### config.mk
export PLATFORM = sky130hd
export DESIGN_NAME = i2c_target_write_receiver
export DESIGN_NICKNAME = d
export VERILOG_FILES = /design/src/hdl/i2ctwr_pkg.sv /design/src/hdl/i2c_target_write_receiver.sv
export SDC_FILE = /design/constraint.sdc
export NUM_CORES = 1
export LEC_CHECK = 0
export BUFFER_PORTS_ARGS = -buffer_cell sky130_fd_sc_hd__buf_2
export CORE_AREA = 4 4 62 64
export DETAILED_ROUTE_END_ITERATION = 8
export DIE_AREA = 0 0 66 68
export GPL_ROUTABILITY_DRIVEN = 0
export HOLD_SLACK_MARGIN = 0.1
export PLACE_DENSITY = 0.71
export SYNTH_ARGS = -nofsm -noshare
export SYNTH_HDL_FRONTEND = slang
export SYNTH_SLANG_ARGS = --single-unit
### constraint.sdc
create_clock -name clk -period 1.6 [get_ports clk]
set_input_delay 0.24 -clock clk [delete_from_list [all_inputs] [get_ports clk]]
set_output_delay 0.24 -clock clk [all_outputs]
set_load 0.02 [all_outputs]
### src/hdl/i2ctwr_pkg.sv
// Package with the word types, phase encoding and constants of the I2C write receiver.
`default_nettype none

package i2ctwr_pkg;

    localparam int ADDR_W = 7;
    localparam int BYTE_W = 8;
    localparam int CNT_W  = 4;

    localparam logic [ADDR_W-1:0] ADDR_RESET    = 7'd64;
    localparam logic [CNT_W-1:0]  BITS_PER_BYTE = 4'd8;

    // Acknowledge sub-steps kept in the bit counter while in the acknowledge phase.
    localparam logic [CNT_W-1:0] ACK_WAIT_LOW  = 4'd0;
    localparam logic [CNT_W-1:0] ACK_PULL_LOW  = 4'd1;
    localparam logic [CNT_W-1:0] ACK_PULL_HIGH = 4'd2;

    typedef enum logic [2:0] {
        PH_IDLE = 3'd0,
        PH_ADDR = 3'd1,
        PH_ACK  = 3'd2,
        PH_DATA = 3'd3
    } phase_t;

    typedef struct packed {
        logic scl_level;
        logic sda_level;
    } sample_word_t;

    typedef struct packed {
        logic              sda_pull_low;
        logic              byte_valid;
        logic [BYTE_W-1:0] byte_value;
        logic              byte_is_address;
    } result_word_t;

endpackage

`default_nettype wire

### src/hdl/i2c_target_write_receiver.sv
// Top level of the I2C target write receiver: bus sampler, address match and byte reporting.
//
//  Channel    Direction  Handshake                Word
//  in         sink       in_valid / in_ready      sample_word_t (scl_level, sda_level)
//  out        source     out_valid / out_ready    result_word_t (pull, byte flags, byte)
//  cfg        sink       cfg_write, no wait       7-bit target address
//
// Every accepted sample word produces exactly one result word, in the next cycle.
// A new sample word can be accepted in every cycle; the result register is the only
// stage, and the bus state registers are updated in the same edge that takes the word.
// When the result register is full and out_ready is low, in_ready drops and the bus
// state is held until the result is taken.
// Reset (rst_n low, asynchronous) returns to idle, clears the counters and sets the
// target address to 64.
`default_nettype none

module i2c_target_write_receiver (
    input  wire logic                             clk,
    input  wire logic                             rst_n,
    input  wire logic                             in_valid,
    output logic                                  in_ready,
    input  wire i2ctwr_pkg::sample_word_t         in_word,
    output logic                                  out_valid,
    input  wire logic                             out_ready,
    output i2ctwr_pkg::result_word_t              out_word,
    input  wire logic                             cfg_write,
    input  wire logic [i2ctwr_pkg::ADDR_W-1:0]    cfg_data
);

    // Configuration register.
    logic [i2ctwr_pkg::ADDR_W-1:0] target_address_reg;

    // Bus receiver state.
    i2ctwr_pkg::phase_t            phase_reg,          phase_next;
    logic [i2ctwr_pkg::CNT_W-1:0]  bit_counter_reg,    bit_counter_next;
    logic [i2ctwr_pkg::BYTE_W-1:0] shift_byte_reg,     shift_byte_next;
    logic                          clock_low_seen_reg, clock_low_seen_next;

    // Result register.
    logic                          out_valid_reg;
    i2ctwr_pkg::result_word_t      out_word_reg,       out_word_next;

    logic                          in_accept;
    logic                          scl;
    logic                          sda;
    logic                          bit_edge;
    logic [i2ctwr_pkg::CNT_W-1:0]  count_inc;
    logic [i2ctwr_pkg::BYTE_W-1:0] shift_taken;
    logic                          byte_done;
    logic                          addr_match;

    // The input side moves whenever the result register is empty or being emptied.
    assign in_ready  = !out_valid_reg || out_ready;
    assign in_accept = in_valid && in_ready;

    assign scl = in_word.scl_level;
    assign sda = in_word.sda_level;

    // A bit is taken on the first sample with SCL high after SCL was seen low.
    assign bit_edge    = scl && clock_low_seen_reg;
    assign count_inc   = bit_counter_reg + 4'd1;
    assign shift_taken = {shift_byte_reg[i2ctwr_pkg::BYTE_W-2:0], sda};
    assign byte_done   = bit_edge && (count_inc >= i2ctwr_pkg::BITS_PER_BYTE);
    // Only a write request (R/W bit low) to our address is a match.
    assign addr_match  = (shift_taken == {target_address_reg, 1'b0});

    // Next-state logic for the phase and the shift datapath.
    always_comb
    begin
        phase_next          = phase_reg;
        bit_counter_next    = bit_counter_reg;
        shift_byte_next     = shift_byte_reg;
        clock_low_seen_next = clock_low_seen_reg;
        case (phase_reg)
            i2ctwr_pkg::PH_ADDR,
            i2ctwr_pkg::PH_DATA:
            begin
                if (!scl)
                begin
                    clock_low_seen_next = 1'b1;
                end
                else if (clock_low_seen_reg)
                begin
                    clock_low_seen_next = 1'b0;
                    shift_byte_next     = shift_taken;
                    bit_counter_next    = count_inc;
                    if (byte_done)
                    begin
                        bit_counter_next = '0;
                        if (phase_reg == i2ctwr_pkg::PH_DATA || addr_match)
                        begin
                            phase_next = i2ctwr_pkg::PH_ACK;
                        end
                        else
                        begin
                            phase_next = i2ctwr_pkg::PH_IDLE;
                        end
                    end
                end
            end
            i2ctwr_pkg::PH_ACK:
            begin
                if (bit_counter_reg == i2ctwr_pkg::ACK_WAIT_LOW)
                begin
                    if (!scl)
                    begin
                        bit_counter_next = i2ctwr_pkg::ACK_PULL_LOW;
                    end
                end
                else if (bit_counter_reg == i2ctwr_pkg::ACK_PULL_LOW)
                begin
                    if (scl)
                    begin
                        bit_counter_next = i2ctwr_pkg::ACK_PULL_HIGH;
                    end
                end
                else if (!scl)
                begin
                    // The low that ends the acknowledge clock also counts as the
                    // low before the first data bit.
                    phase_next          = i2ctwr_pkg::PH_DATA;
                    bit_counter_next    = '0;
                    shift_byte_next     = '0;
                    clock_low_seen_next = 1'b1;
                end
            end
            default:
            begin
                // Idle, and any unused phase code, waits for SCL high with SDA low.
                phase_next = i2ctwr_pkg::PH_IDLE;
                if (scl && !sda)
                begin
                    phase_next          = i2ctwr_pkg::PH_ADDR;
                    bit_counter_next    = '0;
                    shift_byte_next     = '0;
                    clock_low_seen_next = 1'b0;
                end
            end
        endcase
    end

    // Output logic: the result word for the sample being accepted.
    always_comb
    begin
        out_word_next = '0;
        case (phase_reg)
            i2ctwr_pkg::PH_ADDR:
            begin
                out_word_next.byte_valid      = byte_done;
                out_word_next.byte_is_address = byte_done;
                out_word_next.byte_value      = byte_done ? shift_taken : '0;
            end
            i2ctwr_pkg::PH_DATA:
            begin
                out_word_next.byte_valid = byte_done;
                out_word_next.byte_value = byte_done ? shift_taken : '0;
            end
            i2ctwr_pkg::PH_ACK:
            begin
                // SDA is held low from the first SCL low through the ninth SCL high.
                if (bit_counter_reg == i2ctwr_pkg::ACK_WAIT_LOW)
                begin
                    out_word_next.sda_pull_low = !scl;
                end
                else if (bit_counter_reg == i2ctwr_pkg::ACK_PULL_LOW)
                begin
                    out_word_next.sda_pull_low = 1'b1;
                end
                else
                begin
                    out_word_next.sda_pull_low = scl;
                end
            end
            default:
            begin
                out_word_next = '0;
            end
        endcase
    end

    // Configuration register.
    always_ff @(posedge clk or negedge rst_n)
    begin
        if (!rst_n)
        begin
            target_address_reg <= i2ctwr_pkg::ADDR_RESET;
        end
        else if (cfg_write)
        begin
            target_address_reg <= cfg_data;
        end
    end

    // Bus state advances only on an accepted sample word.
    always_ff @(posedge clk or negedge rst_n)
    begin
        if (!rst_n)
        begin
            phase_reg          <= i2ctwr_pkg::PH_IDLE;
            bit_counter_reg    <= '0;
            shift_byte_reg     <= '0;
            clock_low_seen_reg <= 1'b0;
        end
        else if (in_accept)
        begin
            phase_reg          <= phase_next;
            bit_counter_reg    <= bit_counter_next;
            shift_byte_reg     <= shift_byte_next;
            clock_low_seen_reg <= clock_low_seen_next;
        end
    end

    // Result register valid flag.
    always_ff @(posedge clk or negedge rst_n)
    begin
        if (!rst_n)
        begin
            out_valid_reg <= 1'b0;
        end
        else if (in_accept)
        begin
            out_valid_reg <= 1'b1;
        end
        else if (out_ready)
        begin
            out_valid_reg <= 1'b0;
        end
    end

    // Result payload needs no reset; it is qualified by out_valid.
    always_ff @(posedge clk)
    begin
        if (in_accept)
        begin
            out_word_reg <= out_word_next;
        end
    end

    assign out_valid = out_valid_reg;
    assign out_word  = out_word_reg;

endmodule

`default_nettype wire

==> key figures, run 1 <==
Worst setup path
  • Critical path capture point type: flip-flop
  • Crit Path Category: reg2reg
  • Maximum fanout along the worst path: 7
  • Slowest CP cell: dfrtp_1
  • Cell Chain, Critical Path: buf_4 > nand2b_1 > nor3_1 > o31a_4 > o31ai_2 > a32o_1
  • Critical path buffers and inverters: 1
  • CP top delay family: simple AND/OR/NAND/NOR gates
  • Biggest cell delay along the critical path: 460 ps
  • Critical Path Source Type: flip-flop
  • WP data arrival: 1940 ps
  • CP Data Required Time: 1830 ps

STA
  • Crit path time final: about 1700 ps
  • Clk_skew: 10.9 ps
  • Hold Slack: about 130 ps
  • Slew headroom: 67.8%
  • Endpoints failing hold: 0
  • RSZ-0062 raised after global routing: yes
  • Sum Neg Setup Slack: -248 ps
  • Fmax: 0.586 GHz
  • Fin. max-slew vios: 0
  • Final period util: 107%
  • Worst setup margin: -107 ps
  • Final setup viols: 6
  • Worst slew pin tran: 483 ps

Die
  • Die area: 4490 um2
  • Core area: 3280 um2
  • Die X: around 66 um
  • # rows: 21
  • Initial Util: between 40% and 50%
  • Number of I/O pins: 27
  • Die height: just under 70 um

CTS
  • Clock root buffer: clkbuf_4
  • CTS Sinks: 33
  • Max Root-Sink Buffers: 2
  • Clock Latency Late Sink: around 340 ps
  • H-tree Lvls: 2
  • TritonCTS clock tree: yes
  • CTS clk-pin slew, worst paths: 110 ps
  • CTS Buf Count: 5

Route
  • Total number of vias: 1156
  • # DRC: 0
  • 1st-iter DRT viols: 69
  • Pre-antenna DRT Iters: 4
  • DR WL/cell: 13.8 um
  • Post-DRT Antenna Nets: 0
  • Drt via density: 5.18
  • Final wirelength: 3080 um

Global route
  • All-Layer GR Usage: between 10% and 20%
  • Vias in the first global route: 1210
  • Initial antenna violation count: 0
  • Grt ovf: 0
  • Global-route wire length before repair: 5420 um
  • Largest net degree at the start of global routing: 23

Pwr
  • Peak VDD IR: 0.819 mV
  • Power density cells: roughly 1300 nW/um2
  • Leak Pwr: 0.880 nW
  • Flop pwr share: 46.1%
  • Int Power: 1.70 mW
  • Combinational power share: between 30% and 40%
  • Sw power: 0.936 mW
  • Power share of the clock group: between 15 and 20%
  • Net Sw Frac: 35.5%

Yosys
  • Top cell type's share of synthesized area: 34.0%
  • Ys Warns: 0
  • Syn Inst Count: between 100 and 150
  • Most common cell in the netlist: dfrtp_1
  • EDFF count, synth: 11
  • Fraction of registers with async set or reset after synthesis: about two thirds
  • Syn_area_per_cell: 11.6 um2
  • Synth area leaders: dfrtp_1 (34%), edfxtp_1 (21%), mux2_2 (5.1%)
  • Synth Register Bits: 33
  • Yosys cell types: 40
  • Mapped Nets: 150
  • Synth top cells by count: dfrtp_1 (21), edfxtp_1 (11), nand2_1 (11)
  • Synth area leader: dfrtp_1
  • Post-synthesis sequential area ratio: 57.1%
  • Top_reg_cell synth: dfrtp_1
  • Mapped Area: 1540 um2

Final layout
  • Largest register FFs: 11
  • Post-Layout Cell Count: roughly 220
  • NumNets Final: roughly 190
  • Area grow syn2layout: 26.8%
  • N_diodes: 0
  • Layout cells sized above 1: 40.7%

Job
  • Maxcap violations: 0

Placed design
  • Dpl ws: -176 ps
  • Inst Count DP: 209
  • Detailed placement HPWL: between 2000 and 2500 um
  • Port Buffers: 26

Outcome
  • Status: finished with violations
  • Failing checks: negative setup slack

Worst hold path
  • Tightest Hold Check Type: in2reg
-- power groups by stage --
stage / combinational, mW / clock [mW] / sequential, mW
2_1_floorplan: 0.562 / 0 / 1.21
3_3_place_gp: 0.810 / 0 / 1.21
3_5_place_dp: 0.848 / 0 / 1.23
4_1_cts: 0.928 / 0.472 / 1.21
5_1_grt: 1.07 / 0.510 / 1.25
6_report: 0.959 / 0.461 / 1.22
-- final cells by class --
type / count / area (um2)
tap: 46 / 57.6
sequential: 33 / 883
inverter: 4 / 18.8
fill: 270 / 1330
clock inverter: 3 / 17.5
multi-input combinational: 91 / 696
clock buffer: 5 / 37.5
timing repair buffer: 41 / 248
-- metal layers --
layer	global-route usage, %	wire length, um
met1	18.7	1340
met2	28.0	1590
met3	3.94	91
met4	7.61	61
met5	0	0
-- cells in the final DEF (no fill, tap or decap), types with 2 or more instances in the layout --
cell type | synthesis | final
a21oi_1 | 5 | 4
a22o_1 | 3 | 3
and2_1 | 2 | 2
and2b_1 | 2 | 2
and3_1 | 9 | 9
buf_2 | 2 | 26
buf_4 | 0 | 13
clkbuf_4 | 0 | 5
clkinv_2 | 0 | 2
clkinvlp_4 | 0 | 2
dfrtp_1 | 21 | 20
dlygate4sd3_1 | 0 | 2
edfxtp_1 | 11 | 11
inv_2 | 0 | 2
mux2_2 | 7 | 7
nand2_1 | 11 | 11
nand2b_1 | 3 | 2
nand3_1 | 2 | 2
nor2_1 | 6 | 6
nor2b_1 | 2 | 2
nor3_1 | 4 | 4
o21ai_0 | 5 | 5
o21ai_2 | 0 | 2
xnor2_1 | 4 | 4
xor2_1 | 3 | 3
-- final timing paths --
| path | startpoint | cells past startpoint | slack (ps) | to |
|---|---|---|---|---|
| worst max-delay path | phase_reg[0] | 6 | -110 | bit_counter_reg[2] |
| worst min-delay path | cfg_data[0] | 2 | 130 | target_address_reg[0] |
| worst max register to register | phase_reg[0] | 6 | -110 | bit_counter_reg[2] |
| worst min register to register | target_address_reg[4] | 1 | 550 | target_address_reg[4] |
| max in group asynchronous | rst_n | 2 | 860 | target_address_reg[6] |
| min in group asynchronous | rst_n | 2 | 380 | clock_low_seen_reg |
-- cells by family (layout without fill, tap and decap cells) --
| kind of cell | count (synthesis) | count (layout) | share of synthesized area [%] |
|---|---|---|---|
| multiplexers | 8 | 8 | 5.75 |
| flip-flops | 33 | 33 | 57.1 |
| buffers and inverters | 10 | 53 | 2.59 |
| AND/OR/NAND/NOR | 46 | 46 | 16.3 |
| adder cells (fa/ha/maj) | 3 | 3 | 2.43 |
| XOR/XNOR | 7 | 7 | 3.97 |
| AO/OA/AOI/OAI | 26 | 27 | 11.8 |
-- through the flow --
| stage | instance area (um2) | utilization [%] | power [mW] |
|---|---|---|---|
| 2_1_floorplan | 1590 | - | 1.77 |
| 3_3_place_gp | 1830 | 55.6 | 2.02 |
| 3_5_place_dp | 1830 | 55.6 | 2.08 |
| 4_1_cts | 1940 | 59.2 | 2.61 |
| 5_1_grt | 1960 | 59.6 | 2.83 |
| 6_report | 1960 | 59.6 | 2.64 |
-- worst register-to-register path: stages, from the launching register on --
cell and delay, ps:
dfrtp_1 460, buf_4 180, nand2b_1 220, nor3_1 260, o31a_4 200, o31ai_2 70, a32o_1 200
-- what timing repair did --
item	CTS	global route
pin swaps	6	1
setup buffers	2	1
hold buffers	2	0
resized for setup	6	2
cloned	1	0
endpoints found under the setup margin	11	14
endpoints found under the hold margin	22	0
Power figures use the tool's default switching activity.
==> run 2: changes to the inputs <==
--- a/config.mk
+++ b/config.mk
@@ -6,9 +6,10 @@
 export NUM_CORES = 1
 export LEC_CHECK = 0
 export BUFFER_PORTS_ARGS = -buffer_cell sky130_fd_sc_hd__buf_2
-export CORE_AREA = 4 4 62 64
+export CORE_AREA = 2 2 60 62
+export CTS_BUF_LIST = sky130_fd_sc_hd__clkbuf_16
 export DETAILED_ROUTE_END_ITERATION = 8
-export DIE_AREA = 0 0 66 68
+export DIE_AREA = 0 0 62 64
 export GPL_ROUTABILITY_DRIVEN = 0
 export HOLD_SLACK_MARGIN = 0.1
 export PLACE_DENSITY = 0.71
==> run 2 against run 1 <==
Net effect: the run still ends with negative setup slack left; cell count increased by 0.90%; routed wire length decreased by 0.75%; hold slack improved by 49 ps; non-clock buffer count increased by 2; largest power group unchanged; fmax increased by 1.7%; via count unchanged; global-route usage increased by 2.1 points; sequential power about the same.
==> key figures, run 2 (synthesized netlist as in run 1, its figures left out) <==
Outcome
  • Status: finished with violations
  • Failing checks: negative setup slack

CTS
  • Clock Latency Late Sink: approximately 280 ps
  • CTS Buf Count: 5
  • CTS clk-pin slew, worst paths: 50 ps
  • H-tree Lvls: 2
  • CTS Sinks: 33
  • Clock root buffer: clkbuf_16
  • TritonCTS clock tree: yes
  • Max Root-Sink Buffers: 2

Global route
  • Vias in the first global route: 1195
  • Grt ovf: 0
  • Initial antenna violation count: 0
  • All-Layer GR Usage: between 10% and 20%
  • Global-route wire length before repair: 5360 um
  • Largest net degree at the start of global routing: 23

Placed design
  • Port Buffers: 26
  • Post-place instance area: between 1500 and 2000 um2
  • Detailed placement HPWL: 2160 um
  • Dpl ws: -176 ps

Route
  • Total number of vias: 1156
  • 1st-iter DRT viols: 38
  • Final wirelength: 3060 um
  • Pre-antenna DRT Iters: 4
  • Post-DRT Antenna Nets: 0
  • DR WL/cell: 13.6 um
  • # DRC: 0
  • Drt via density: 5.14

Worst setup path
  • WP data arrival: 1840 ps
  • CP Data Required Time: 1760 ps
  • Critical Path Source Type: flip-flop
  • Cell Chain, Critical Path: inv_2 > ha_4 > nor4b_4 > and3_4 > o31a_4 > o31ai_2 > a32o_1
  • Crit Path Category: reg2reg
  • CP top delay family: simple AND/OR/NAND/NOR gates
  • Critical path buffers and inverters: 1
  • Reg2Reg Depth: 7
  • Slowest CP cell: dfrtp_2
  • Biggest cell delay along the critical path: between 400 and 500 ps
  • Worst path depth: 7
  • Critical path capture point type: flip-flop
  • Maximum fanout along the worst path: 7

STA
  • Hold Slack: 178 ps
  • Worst slew pin tran: about 500 ps
  • Fmax: a little under 0.6 GHz
  • Endpoints failing hold: 0
  • RSZ-0062 raised after global routing: yes
  • Clk_skew: around 4.6 ps
  • Worst setup margin: -78.6 ps
  • Final period util: 105%
  • Fin. max-slew vios: 0
  • Crit path time final: about 1700 ps
  • Slew headroom: roughly 67%
  • Final setup viols: 5

Worst hold path
  • Tightest Hold Check Type: in2reg
  • WHS Path Cells: 2

Final layout
  • Layout cells sized above 1: between 40% and 50%
  • Most frequent cells in the layout: buf_2 (26), dfrtp_1 (19), buf_4 (16)
  • N_diodes: 0
  • # fillers: 263
  • Largest register FFs: 11
  • Util after Layout: 63.3%
  • Most common cell after layout, fill and taps aside: buf_2
  • NumNets Final: 195
  • Finished layout cell area: ~2100 um2
  • Area grow syn2layout: 34.7%

Die
  • # rows: 21
  • Number of I/O pins: 27
  • Die height: 64 um
  • Die area: 3970 um2
  • Die X: roughly 62 um
  • Initial Util: around 47%
  • Core area: between 3000 and 4000 um2

Pwr
  • Leak Pwr: 0.931 nW
  • Peak VDD IR: 0.830 mV
  • Power density cells: about 1500 nW/um2
  • Pwr Total: 3.13 mW

Job
  • Maxcap violations: 0
[run 2: cell count changes in the layout (fill, tap and decap cells not counted), sizes merged]
cell,change
buf,+3
dlygate4sd3,-1
[run 2: area by class of cell]
type                       instances  area (um2)  area share, %
clock buffer                       5         125           6.02
tap                               46        57.6           2.77
sequential                        33         885           42.5
timing repair buffer              43         260           12.5
inverter                           4        18.8          0.903
clock inverter                     3        17.5          0.842
multi-input combinational         91         716           34.4
[run 2: worst paths after layout]
check | from | end | slack, ps
max | bit_counter_reg[0] | bit_counter_reg[2] | -80
min | in_valid | out_valid | 180
max reg2reg | bit_counter_reg[0] | bit_counter_reg[2] | -80
min reg2reg | out_valid | out_valid | 530
max in group asynchronous | rst_n | out_valid | 770
min in group asynchronous | rst_n | bit_counter_reg[1] | 460
[run 2: report_power, final]
group          internal (mW)  switching [mW]  total [mW]
registers               1.04           0.181        1.23
clock network          0.569           0.335       0.904
logic                  0.519           0.481        1.00
total                   2.13           0.998        3.13
[run 2: worst register-to-register path, delay by kind of cell (launching register included)]
| kind | cells | cell delay [ps] |
|---|---|---|
| AO/OA/AOI/OAI | 3 | 440 |
| adder cells (fa/ha/maj) | 1 | 170 |
| AND/OR/NAND/NOR | 2 | 480 |
| flip-flops | 1 | 410 |
| buffers and inverters | 1 | 60 |
[run 2: metrics by stage]
step / TNS (ps) / std cells
floorplan: -37.3 / 133
global placement: -457 / 211
detailed placement: -1160 / 211
CTS: -135 / 223
global route: -998 / 225
finish: -263 / 225
[run 2: repair_timing]
action / 4_1_cts / 5_1_grt
pin swaps: 7 / 5
gates resized for setup: 9 / 6
hold buffers: 1 / 0
cloned: 1 / 0
endpoints found under the hold margin: 21 / 0
setup endpoints to repair: 11 / 14
setup buffers: 2 / 2
[run 2: layer usage]
metal  up-vias  part of all wire (%)  global-route usage, %
met5         -                     0                      0
met4         0                   1.6                   7.18
met3         5                   2.9                   5.06
met2        25                    52                   28.6
li1        569                     -                      -
met1       557                    44                   23.0
